File: src/design/bmprle_pkg.sv
package bmprle_pkg;

   // configuration register indexes
   localparam logic [1:0] CSR_RLE_MODE     = 2'd0;
   localparam logic [1:0] CSR_IMAGE_WIDTH  = 2'd1;
   localparam logic [1:0] CSR_IMAGE_HEIGHT = 2'd2;

   // parse phase codes
   localparam logic [2:0] PH_COUNT   = 3'd0;
   localparam logic [2:0] PH_COLOR   = 3'd1;
   localparam logic [2:0] PH_ESCAPE  = 3'd2;
   localparam logic [2:0] PH_DX      = 3'd3;
   localparam logic [2:0] PH_DY      = 3'd4;
   localparam logic [2:0] PH_LITERAL = 3'd5;
   localparam logic [2:0] PH_PAD     = 3'd6;

   // escape codes following a zero count byte
   localparam logic [7:0] ESC_EOL   = 8'd0;
   localparam logic [7:0] ESC_EOB   = 8'd1;
   localparam logic [7:0] ESC_DELTA = 8'd2;

   localparam logic [7:0] NIBBLE_MASK = 8'h0f;

   // one pixel-run command
   typedef struct packed {
      logic        end_of_image;
      logic        run_clipped;
      logic [7:0]  color_second;
      logic [7:0]  color_first;
      logic [7:0]  pixel_count;
      logic [11:0] run_column;
      logic [11:0] run_row;
   } rsp_type;

endpackage

File: src/design/bmp_rle_decoder.sv
// response: a run command is loaded into the response register in the cycle after its request is accepted
// throughput: one compressed byte per cycle; a request is taken whenever the
//   response register is empty or being drained in the same cycle
// reset: synchronous, active high; clears parse state, cursor, finish flag and
//   the response valid, and sets RLE8 mode with width and height of 1
module bmp_rle_decoder #(
   parameter int MAX_WIDTH  = 4096,
   parameter int MAX_HEIGHT = 4096
) (
   input  logic        clock,
   input  logic        reset,
   // request channel
   input  logic        req_tvalid,
   output logic        req_tready,
   input  logic [7:0]  req_tdata,   // data_byte[7:0]
   input  logic        req_tlast,   // last_byte
   // response channel
   output logic        rsp_tvalid,
   input  logic        rsp_tready,
   output logic [47:0] rsp_tdata,   // run_row[11:0], run_column[23:12], pixel_count[31:24],
                                    // color_first[39:32], color_second[47:40]
   output logic        rsp_tuser,   // run_clipped
   output logic        rsp_tlast,   // end_of_image
   // configuration port
   input  logic        csr_we,
   input  logic [1:0]  csr_index,
   input  logic [12:0] csr_wdata
);

   localparam logic [12:0] WMax = 13'(MAX_WIDTH);
   localparam logic [12:0] HMax = 13'(MAX_HEIGHT);

   // configuration
   logic        rle_mode_ff;
   logic [12:0] image_width_ff;
   logic [12:0] image_height_ff;

   // parse state
   logic [2:0]  phase_ff, phase_in;
   logic [12:0] col_ff, col_in;
   logic [12:0] row_ff, row_in;
   logic [7:0]  held_count_ff, held_count_in;
   logic [7:0]  lit_pix_ff, lit_pix_in;
   logic [7:0]  lit_bytes_ff, lit_bytes_in;
   logic        pad_ff, pad_in;
   logic [7:0]  dx_ff, dx_in;
   logic        fin_ff, fin_in;

   // response register
   logic                 rsp_valid_ff, rsp_valid_in;
   bmprle_pkg::rsp_type  rsp_ff, rsp_in;

   logic        accept;
   logic [12:0] w_eff, h_eff;
   logic [7:0]  run_req;
   logic [7:0]  run_n;
   logic        run_clip;
   logic [12:0] avail;
   logic [7:0]  c_first, c_second;
   logic [7:0]  lit_n;
   logic [7:0]  bytes_dec;
   logic [12:0] col_delta;
   logic [12:0] row_step;
   logic        have_run, finish, emit;

   assign req_tready = !rsp_valid_ff || rsp_tready;
   assign accept     = req_tvalid && req_tready;

   // effective image size
   always_comb begin
      if (image_width_ff == 13'd0)     w_eff = 13'd1;
      else if (image_width_ff > WMax)  w_eff = WMax;
      else                             w_eff = image_width_ff;
      if (image_height_ff == 13'd0)    h_eff = 13'd1;
      else if (image_height_ff > HMax) h_eff = HMax;
      else                             h_eff = image_height_ff;
   end

   // run length and colours for the current byte
   always_comb begin
      if (rle_mode_ff) begin
         lit_n    = (lit_pix_ff < 8'd2) ? lit_pix_ff : 8'd2;
         c_first  = (req_tdata >> 4) & bmprle_pkg::NIBBLE_MASK;
         c_second = req_tdata & bmprle_pkg::NIBBLE_MASK;
      end else begin
         lit_n    = (lit_pix_ff < 8'd1) ? lit_pix_ff : 8'd1;
         c_first  = req_tdata;
         c_second = req_tdata;
      end
      run_req = (phase_ff == bmprle_pkg::PH_LITERAL) ? lit_n : held_count_ff;
   end

   // clip the run at the row end
   always_comb begin
      avail = (col_ff < w_eff) ? (w_eff - col_ff) : 13'd0;
      if ({5'd0, run_req} > avail) begin
         run_n    = avail[7:0];
         run_clip = 1'b1;
      end else begin
         run_n    = run_req;
         run_clip = 1'b0;
      end
   end

   assign bytes_dec = (lit_bytes_ff != 8'd0) ? (lit_bytes_ff - 8'd1) : 8'd0;
   assign col_delta = col_ff + {5'd0, dx_ff};
   assign row_step  = row_ff + {5'd0, req_tdata};

   // byte parser
   always_comb begin
      phase_in      = phase_ff;
      col_in        = col_ff;
      row_in        = row_ff;
      held_count_in = held_count_ff;
      lit_pix_in    = lit_pix_ff;
      lit_bytes_in  = lit_bytes_ff;
      pad_in        = pad_ff;
      dx_in         = dx_ff;
      fin_in        = fin_ff;
      have_run      = 1'b0;
      finish        = 1'b0;
      emit          = 1'b0;
      rsp_in        = rsp_ff;

      if (accept && !fin_ff) begin
         if (row_ff >= h_eff) begin
            finish = 1'b1;
         end else begin
            unique case (phase_ff)
               bmprle_pkg::PH_COUNT: begin
                  if (req_tdata != 8'd0) begin
                     held_count_in = req_tdata;
                     phase_in      = bmprle_pkg::PH_COLOR;
                  end else begin
                     phase_in = bmprle_pkg::PH_ESCAPE;
                  end
               end
               bmprle_pkg::PH_COLOR: begin
                  have_run = 1'b1;
                  col_in   = col_ff + {5'd0, run_n};
                  phase_in = bmprle_pkg::PH_COUNT;
               end
               bmprle_pkg::PH_ESCAPE: begin
                  priority if (req_tdata == bmprle_pkg::ESC_EOL) begin
                     col_in   = 13'd0;
                     phase_in = bmprle_pkg::PH_COUNT;
                     if (row_ff + 13'd1 >= h_eff) begin
                        row_in = h_eff;
                        finish = 1'b1;
                     end else begin
                        row_in = row_ff + 13'd1;
                     end
                  end else if (req_tdata == bmprle_pkg::ESC_EOB) begin
                     finish   = 1'b1;
                     phase_in = bmprle_pkg::PH_COUNT;
                  end else if (req_tdata == bmprle_pkg::ESC_DELTA) begin
                     phase_in = bmprle_pkg::PH_DX;
                  end else begin
                     lit_pix_in   = req_tdata;
                     lit_bytes_in = rle_mode_ff ?
                                    8'(({1'b0, req_tdata} + 9'd1) >> 1) : req_tdata;
                     pad_in       = rle_mode_ff ?
                                    lit_bytes_in[0] : req_tdata[0];
                     phase_in     = bmprle_pkg::PH_LITERAL;
                  end
               end
               bmprle_pkg::PH_DX: begin
                  dx_in    = req_tdata;
                  phase_in = bmprle_pkg::PH_DY;
               end
               bmprle_pkg::PH_DY: begin
                  col_in   = (col_delta > w_eff) ? w_eff : col_delta;
                  phase_in = bmprle_pkg::PH_COUNT;
                  if (row_step >= h_eff) begin
                     row_in = h_eff;
                     finish = 1'b1;
                  end else begin
                     row_in = row_step;
                  end
               end
               bmprle_pkg::PH_LITERAL: begin
                  have_run     = 1'b1;
                  col_in       = col_ff + {5'd0, run_n};
                  lit_pix_in   = lit_pix_ff - lit_n;
                  lit_bytes_in = bytes_dec;
                  if (bytes_dec == 8'd0) begin
                     phase_in   = pad_ff ? bmprle_pkg::PH_PAD : bmprle_pkg::PH_COUNT;
                     pad_in     = 1'b0;
                     lit_pix_in = 8'd0;
                  end
               end
               bmprle_pkg::PH_PAD: begin
                  phase_in = bmprle_pkg::PH_COUNT;
               end
               default: begin
                  phase_in = bmprle_pkg::PH_COUNT;
               end
            endcase
            if (req_tlast) finish = 1'b1;
         end

         // fill the response
         emit = have_run || finish;
         if (finish) fin_in = 1'b1;
         if (have_run) begin
            rsp_in.run_row      = row_ff[11:0];
            rsp_in.run_column   = col_ff[11:0];
            rsp_in.pixel_count  = run_n;
            rsp_in.color_first  = c_first;
            rsp_in.color_second = c_second;
            rsp_in.run_clipped  = run_clip;
            rsp_in.end_of_image = finish;
         end else begin
            rsp_in              = '0;
            rsp_in.end_of_image = 1'b1;
         end
      end
   end

   // response valid
   always_comb begin
      if (accept && emit)  rsp_valid_in = 1'b1;
      else if (rsp_tready) rsp_valid_in = 1'b0;
      else                 rsp_valid_in = rsp_valid_ff;
   end

   // control and configuration registers
   always_ff @(posedge clock) begin
      if (reset) begin
         rle_mode_ff     <= 1'b0;
         image_width_ff  <= 13'd1;
         image_height_ff <= 13'd1;
         phase_ff        <= bmprle_pkg::PH_COUNT;
         col_ff          <= 13'd0;
         row_ff          <= 13'd0;
         held_count_ff   <= 8'd0;
         lit_pix_ff      <= 8'd0;
         lit_bytes_ff    <= 8'd0;
         pad_ff          <= 1'b0;
         dx_ff           <= 8'd0;
         fin_ff          <= 1'b0;
         rsp_valid_ff    <= 1'b0;
      end else begin
         if (csr_we) begin
            unique case (csr_index)
               bmprle_pkg::CSR_RLE_MODE:     rle_mode_ff     <= csr_wdata[0];
               bmprle_pkg::CSR_IMAGE_WIDTH:  image_width_ff  <= csr_wdata;
               bmprle_pkg::CSR_IMAGE_HEIGHT: image_height_ff <= csr_wdata;
               default: ;
            endcase
         end
         phase_ff      <= phase_in;
         col_ff        <= col_in;
         row_ff        <= row_in;
         held_count_ff <= held_count_in;
         lit_pix_ff    <= lit_pix_in;
         lit_bytes_ff  <= lit_bytes_in;
         pad_ff        <= pad_in;
         dx_ff         <= dx_in;
         fin_ff        <= fin_in;
         rsp_valid_ff  <= rsp_valid_in;
      end
   end

   // response payload
   always_ff @(posedge clock) begin
      rsp_ff <= rsp_in;
   end

   assign rsp_tvalid = rsp_valid_ff;
   assign rsp_tdata  = {rsp_ff.color_second, rsp_ff.color_first, rsp_ff.pixel_count,
                        rsp_ff.run_column, rsp_ff.run_row};
   assign rsp_tuser  = rsp_ff.run_clipped;
   assign rsp_tlast  = rsp_ff.end_of_image;

endmodule

File: config.mk
export PLATFORM = sky130hd
export DESIGN_NAME = bmp_rle_decoder
export DESIGN_NICKNAME = d
export VERILOG_FILES = /design/src/design/bmprle_pkg.sv /design/src/design/bmp_rle_decoder.sv
export SDC_FILE = /design/constraint.sdc
export NUM_CORES = 1
export LEC_CHECK = 0
export BUFFER_PORTS_ARGS = -buffer_cell sky130_fd_sc_hd__clkbuf_2
export CAP_MARGIN = 30
export CORE_MARGIN = 1.5
export CORE_UTILIZATION = 40
export DETAILED_ROUTE_END_ITERATION = 8
export PLACE_DENSITY = 0.54
export SLEW_MARGIN = 20
export SYNTH_ARGS = -nofsm -noshare
export SYNTH_HDL_FRONTEND = slang
export SYNTH_SLANG_ARGS = --single-unit
File: constraint.sdc
create_clock -name clock -period 9.65 [get_ports clock]
set_input_delay 0 -clock clock [delete_from_list [all_inputs] [get_ports clock]]
set_output_delay 0 -clock clock [all_outputs]
set_load 0.005 [all_outputs]
==> results of run 1 <==
==> routing by layer <==
layer	GRT usage (%)	up-vias	wire length (um)
met4	7.79	0	660
met5	0	-	0
met1	32.9	4596	15900
met2	38.9	267	15100
li1	-	4851	-
met3	3.15	44	1530
==> stage by stage <==
| stage | setup WS [ns] | hold slack (ns) |
|---|---|---|
| detailed placement | 1.66 | 0.253 |
| finish | 1.54 | -0.0533 |
| floorplan | 3.00 | 0.124 |
| global route | 0.863 | 0.00453 |
| CTS | 1.61 | 0.0199 |
| global placement | 1.73 | 0.249 |
==> worst reg2reg max path, delay by kind of cell (launching register included) <==
kind	cells	cell delay, ns
compound gates	16	3.61
fa+ha+maj	4	1.18
buf+inv	1	0.08
flops	1	0.38
mux	1	0.42
simple gates	9	2.40
==> cell families after synthesis <==
kind of cell	Yosys count	share of synthesized area, %
AO/OA/AOI/OAI	323	19.8
AND/OR/NAND/NOR	492	22.1
other	1	0.0352
adder cells (fa/ha/maj)	113	13.5
buffers and inverters	124	4.72
XOR/XNOR	61	5.28
multiplexers	47	4.56
flip-flops	137	30.0
==> placed cells by master, fill, tap and decap left out, drive strengths merged, types with 31 or more instances in the layout <==
cell type | synthesis | final
inv | 58 | 59
dfxtp | 91 | 91
ha | 106 | 106
a21oi | 104 | 104
xnor2 | 41 | 41
nor2 | 114 | 114
clkbuf | 51 | 100
edfxtp | 46 | 46
o21ai | 57 | 57
nand3 | 50 | 50
mux2i | 44 | 44
nand2 | 158 | 158
nor3 | 31 | 31
==> final cells by class <==
| class | count | area share [%] |
|---|---|---|
| clock buffer | 21 | 3.73 |
| clock inverter | 11 | 1.23 |
| timing repair buffer | 106 | 5.37 |
| sequential | 137 | 26.5 |
| multi-input combinational | 1041 | 57.8 |
| inverter | 58 | 1.80 |
| tap | 335 | 3.47 |
==> report_power, final <==
group,internal (mW),switching [mW],total [mW]
logic,0.619,1.02,1.64
registers,0.704,0.0873,0.791
clock network,0.414,0.274,0.688
==> final timing paths <==
check | from | endpoint | slack [ns] | cells past startpoint
hold reg to reg | image_height_ff[1] | image_height_ff[1] | 0.47 | 2
setup reg to reg | image_width_ff[2] | col_ff[10] | 1.54 | 31
hold / removal | csr_index[1] | image_width_ff[12] | -0.05 | 4
setup / recovery | image_width_ff[2] | col_ff[10] | 1.54 | 31
==> flip-flops by register name (all words and copies together), names as in the netlist, 3 cells and up <==
register and count:
rsp_tdata 44, row_ff 13, phase_ff 3, image_width_ff 13, lit_bytes_ff 8, held_count_ff 8
lit_pix_ff 8, col_ff 13, image_height_ff 13, dx_ff 8
==> cells in the mapped netlist, types with 5 or more instances <==
cell type	count
or2_2	6
edfxtp_1	46
a31oi_1	17
nor2b_1	22
dfxtp_1	91
nor2_1	114
o22ai_1	15
nor3b_1	5
inv_1	56
clkbuf_1	51
a211oi_1	17
buf_2	6
or3_1	8
a22oi_1	6
xor2_1	19
ha_1	106
and2_1	25
a21oi_1	104
o21a_1	8
nand2_1	158
and3_1	14
a21boi_0	5
o21ai_0	56
xnor2_1	39
nor4_1	9
nand4_1	18
nand2b_1	16
a211o_1	5
mux2i_1	43
nand3_1	50
o211ai_1	12
a221oi_1	16
a21o_1	14
nor3_1	31
a311oi_1	5
==> timing repair <==
action | CTS | global route
hold buffers | 16 | 0
hold endpoints to repair | 30 | 0
setup buffers | 0 | 0
==> flow_summary.ini, run 1 <==
[placement]
dpl.hpwl_um = 24800
finalWeightedCongestion = 0.919
port_buffers = 80
numPlacedInstances = 1659
placed_area_sq_mm = 0.0113

[logic_synthesis]
ys_warn_count = 0
yosys_most_used_dff = dfxtp_1
ys_top_cells_by_area = dfxtp_1 (17%), edfxtp_1 (13%), ha_1 (12%)
syn_area_sq_mm = 0.0107
synth_top_area_cell = dfxtp_1
yosys_register_bits = 137
postSynth.asyncResetShare_pct = 0
yosysTopAreaCellShare_pct = 17.1
synth_edf_count = 46
seq_area_frac_synth_pct = 30.0
syn-mean-instance-area_sq_um = 8.21
synth.distinct_cells = 78
syn_inst = 1298

[floorplan]
die_h_um = 166
core_sq_mm = 0.0261
rows = 59
dieArea_sq_mm = 0.0276
io_pins = 81
start_util_pct = 40.8
die_x_um = 166

[sta]
setup_viol = 0
worst_slew_pin_slew_ns = 0.912
skew_ns = 0.0101
whs_ns = -0.0533
fmax_ghz = 0.123
finalSetupTns_ns = 0
fin_crit_ns = 8.11
finalMaxSlewViolations = 0
hold_viol_final = 1
fin_crit_sh_pct = 84.1
slew_headroom_pct = 39.0
rsz0062_at_grt = false

[global_routing]
grt_pass1_wl_um = 51400
track_usage_pct = 23.9
overflow = 0
antenna_found_initial = 0
grt_pass1_vias = 9081
grt_max_degree = 43

[drt]
drtIter0Drc = 701
drc = 14
dr_total_vias = 9758
wl_um = 33100
drt_pre_antenna_iters = 7
via_per_inst = 5.71
drtAntennaViolNets = 0
wl_per_cell_um = 19.4

[finish]
seqCellArea_sq_mm = 0.00320
area_delta_synth_final_pct = 13.2
stdcell_count = 1709
fill_cells = 2638
diodes = 0
drive_gt1_share_pct = 10.3
multi_input_area_sq_mm = 0.00698
final_design_area_no_fill_sq_mm = 0.0121
nets = 1500
fin_util_pct = 46.2

[clock_tree]
cts_repair_resize_count = 0
clock-sinks = 137
root_buffer = clkbuf_16
numCtsBuffers = 17
cts_tree = yes
cts_buffer_depth = 2
cts-htree-levels = 4
path_clk_slew_ns = 0.06
insertion_delay_ns = 0.43

[critical_path]
cpMaxStageDelayCell = nor2_1
crit_required_ns = 10.01
cp_top_family = compound AO/OA/AOI/OAI gates
path_class = reg -> reg
crit_path_start_kind = register
critPathMostFrequentCell = a21oi_1
cp-end-kind = register
max_stage_delay_ns = 0.71
crit_fanout = 16
arrival_ns = 8.48
path_buf_inv = 1

[pwr]
power_density_mw_per_mm2 = 258
peakVddDrop_uv = 120
leakage_nw = 5.14
power_mw = 3.12

[worst_hold_path]
hold_class = in -> reg

[run]
drv_cap = 0

[status]
status = complete, but fails checks
violations = design-rule violations, negative hold slack
(Power assumes the default switching activity.)
==> run 2, diff against run 1 <==
clock period = 8.3 ns   (was 9.65 ns; I/O delays follow)
==> flow_summary.ini, run 2 (synthesis results as in run 1) <==
[status]
status = complete, but fails checks
violations = design-rule violations

[clock_tree]
cts_buffer_depth = 2
cts_tree = yes
insertion_delay_ns = 0.43
cts-htree-levels = 4
root_buffer = clkbuf_16
clock-sinks = 137
numCtsBuffers = 17
cts_setup_buffers = 0
path_clk_slew_ns = 0.07

[sta]
hold_viol_final = 0
fin_crit_ns = 7.75
rsz0062_at_grt = false
slew_headroom_pct = 38.4
setup_viol = 0
worst_slew_pin_slew_ns = 0.920
fin_crit_sh_pct = 93.3
worst_slack_ns = 0.553
finalSetupTns_ns = 0
skew_ns = 0.0147
fmax_ghz = 0.129
whs_ns = 0.0148
finalMaxSlewViolations = 0

[global_routing]
grt_pass1_vias = 9247
track_usage_pct = 24.1
antenna_found_initial = 0
grt_pass1_wl_um = 52300
overflow = 0
grt_max_degree = 44

[finish]
final_cell_mix = nand2_1 (158), nor2_1 (112), ha_1 (106), a21oi_1 (104), dfxtp_1 (91)
largest_reg_flops = 44
fin_util_pct = 46.2
nets = 1503
drive_gt1_share_pct = 10.5
fill_cells = 2636
stdcell_count = 1712
final_design_area_no_fill_sq_mm = 0.0121
diodes = 0
area_delta_synth_final_pct = 13.3
layout_commonest_cell = nand2_1

[drt]
drc = 14
dr_total_vias = 9787
highest_layer = met4
drt-met1-wl_um = 15800
drtAntennaViolNets = 0
wl_per_cell_um = 19.5
wl_um = 33500
drt_pre_antenna_iters = 9
wl_met2_um = 15200
wl_met3_um = 1770
via_per_inst = 5.72
drtIter0Drc = 671

[critical_path]
crit_fanout = 14
ff2ff_setup_slack_ns = 0.55
r2r_start = image_width_ff[2]
crit_required_ns = 8.66
r2r_end = col_ff[10]
crit_path_start_kind = register
reg2regPathDepth = 30
worstSetupStartpoint = image_width_ff[2]
endpoint = col_ff[10]
cpMaxStageDelayCell = mux2_1
cp-end-kind = register
arrival_ns = 8.10
path_class = reg -> reg
max_stage_delay_ns = 0.43

[pwr]
p_sw_mw = 1.62
seq_power_share_pct = 25.3
p_clk_share_pct = 21.6
p_int_mw = 2.02
leakage_nw = 5.14
comb_power_share_pct = 53.1
netSwitchingFraction_pct = 44.5
peakVddDrop_uv = 147
power_density_mw_per_mm2 = 301
power_mw = 3.64

[placement]
pre_cts_ws_ns = 0.535
placed_area_sq_mm = 0.0113
finalWeightedCongestion = 0.922
numPlacedInstances = 1663
port_buffers = 80
dpl.hpwl_um = 25000

[floorplan]
dieArea_sq_mm = 0.0276
die_h_um = 166
start_util_pct = 40.8
rows = 59
die_x_um = 166
core_sq_mm = 0.0261
io_pins = 81

[run]
drv_cap = 0

[worst_hold_path]
hold_class = in -> reg
min_from = req_tdata[0]
[run 2: cell count changes in the layout (fill, tap and decap cells not counted), moves of 2 or more]
| cell | before | now |
|---|---|---|
| clkinv_4 | 4 | 0 |
| buf_4 | 9 | 12 |
| clkinv_1 | 0 | 2 |
| clkinvlp_4 | 1 | 3 |
| inv_6 | 0 | 2 |
[run 2: area by class of cell]
cell class	count	area (sq um)	area share, %
Clock buffer	19	433	3.58
Timing Repair Buffer	109	671	5.55
Multi-Input combinational cell	1041	6980	57.8
Sequential cell	137	3200	26.5
Inverter	58	218	1.80
Tap cell	335	419	3.47
Clock inverter	13	153	1.26
[run 2: worst max-delay path: cells and delay by family (launching register included)]
| family | cells | cell delay (ns) |
|---|---|---|
| buffers and inverters | 2 | 0.30 |
| AO/OA/AOI/OAI | 14 | 3.42 |
| AND/OR/NAND/NOR | 9 | 2.00 |
| adder cells (fa/ha/maj) | 4 | 1.15 |
| flip-flops | 1 | 0.38 |
| multiplexers | 1 | 0.43 |
[run 2: power groups by stage]
stage | Sequential (mW) | Combinational [mW] | Clock, mW
after floorplan | 0.902 | 1.41 | 0
after global placement | 0.935 | 1.89 | 0
after detailed placement | 0.934 | 1.89 | 0
after CTS | 0.920 | 1.91 | 0.798
after global routing | 0.933 | 2.13 | 0.826
final | 0.921 | 1.93 | 0.788
[run 2: worst min-delay path by stage]
| stage | endpoint | slack (ns) | cells past startpoint |
|---|---|---|---|
| after floorplan | image_height_ff[0] | 0.12 | 2 |
| after global placement | image_width_ff[7] | 0.24 | 3 |
| after detailed placement | image_width_ff[7] | 0.24 | 3 |
| after CTS | held_count_ff[0] | 0.02 | 3 |
| after global routing | held_count_ff[0] | 0.02 | 3 |
| final | held_count_ff[0] | 0.01 | 3 |
[run 2: metal layers]
metal  vias to the layer above  global-route usage, %
li1                       4853                      -
met1                      4626                   32.7
met2                       262                   39.6
met3                        46                   3.77
met4                         0                   7.43
met5                         -                      0
[run 2: what timing repair did]
| action | 4_1_cts | 5_1_grt |
|---|---|---|
| hold endpoints to repair | 30 | 0 |
| endpoints found under the setup margin | 0 | 1 |
| gates resized for setup | 0 | 1 |
| hold buffers | 16 | 0 |
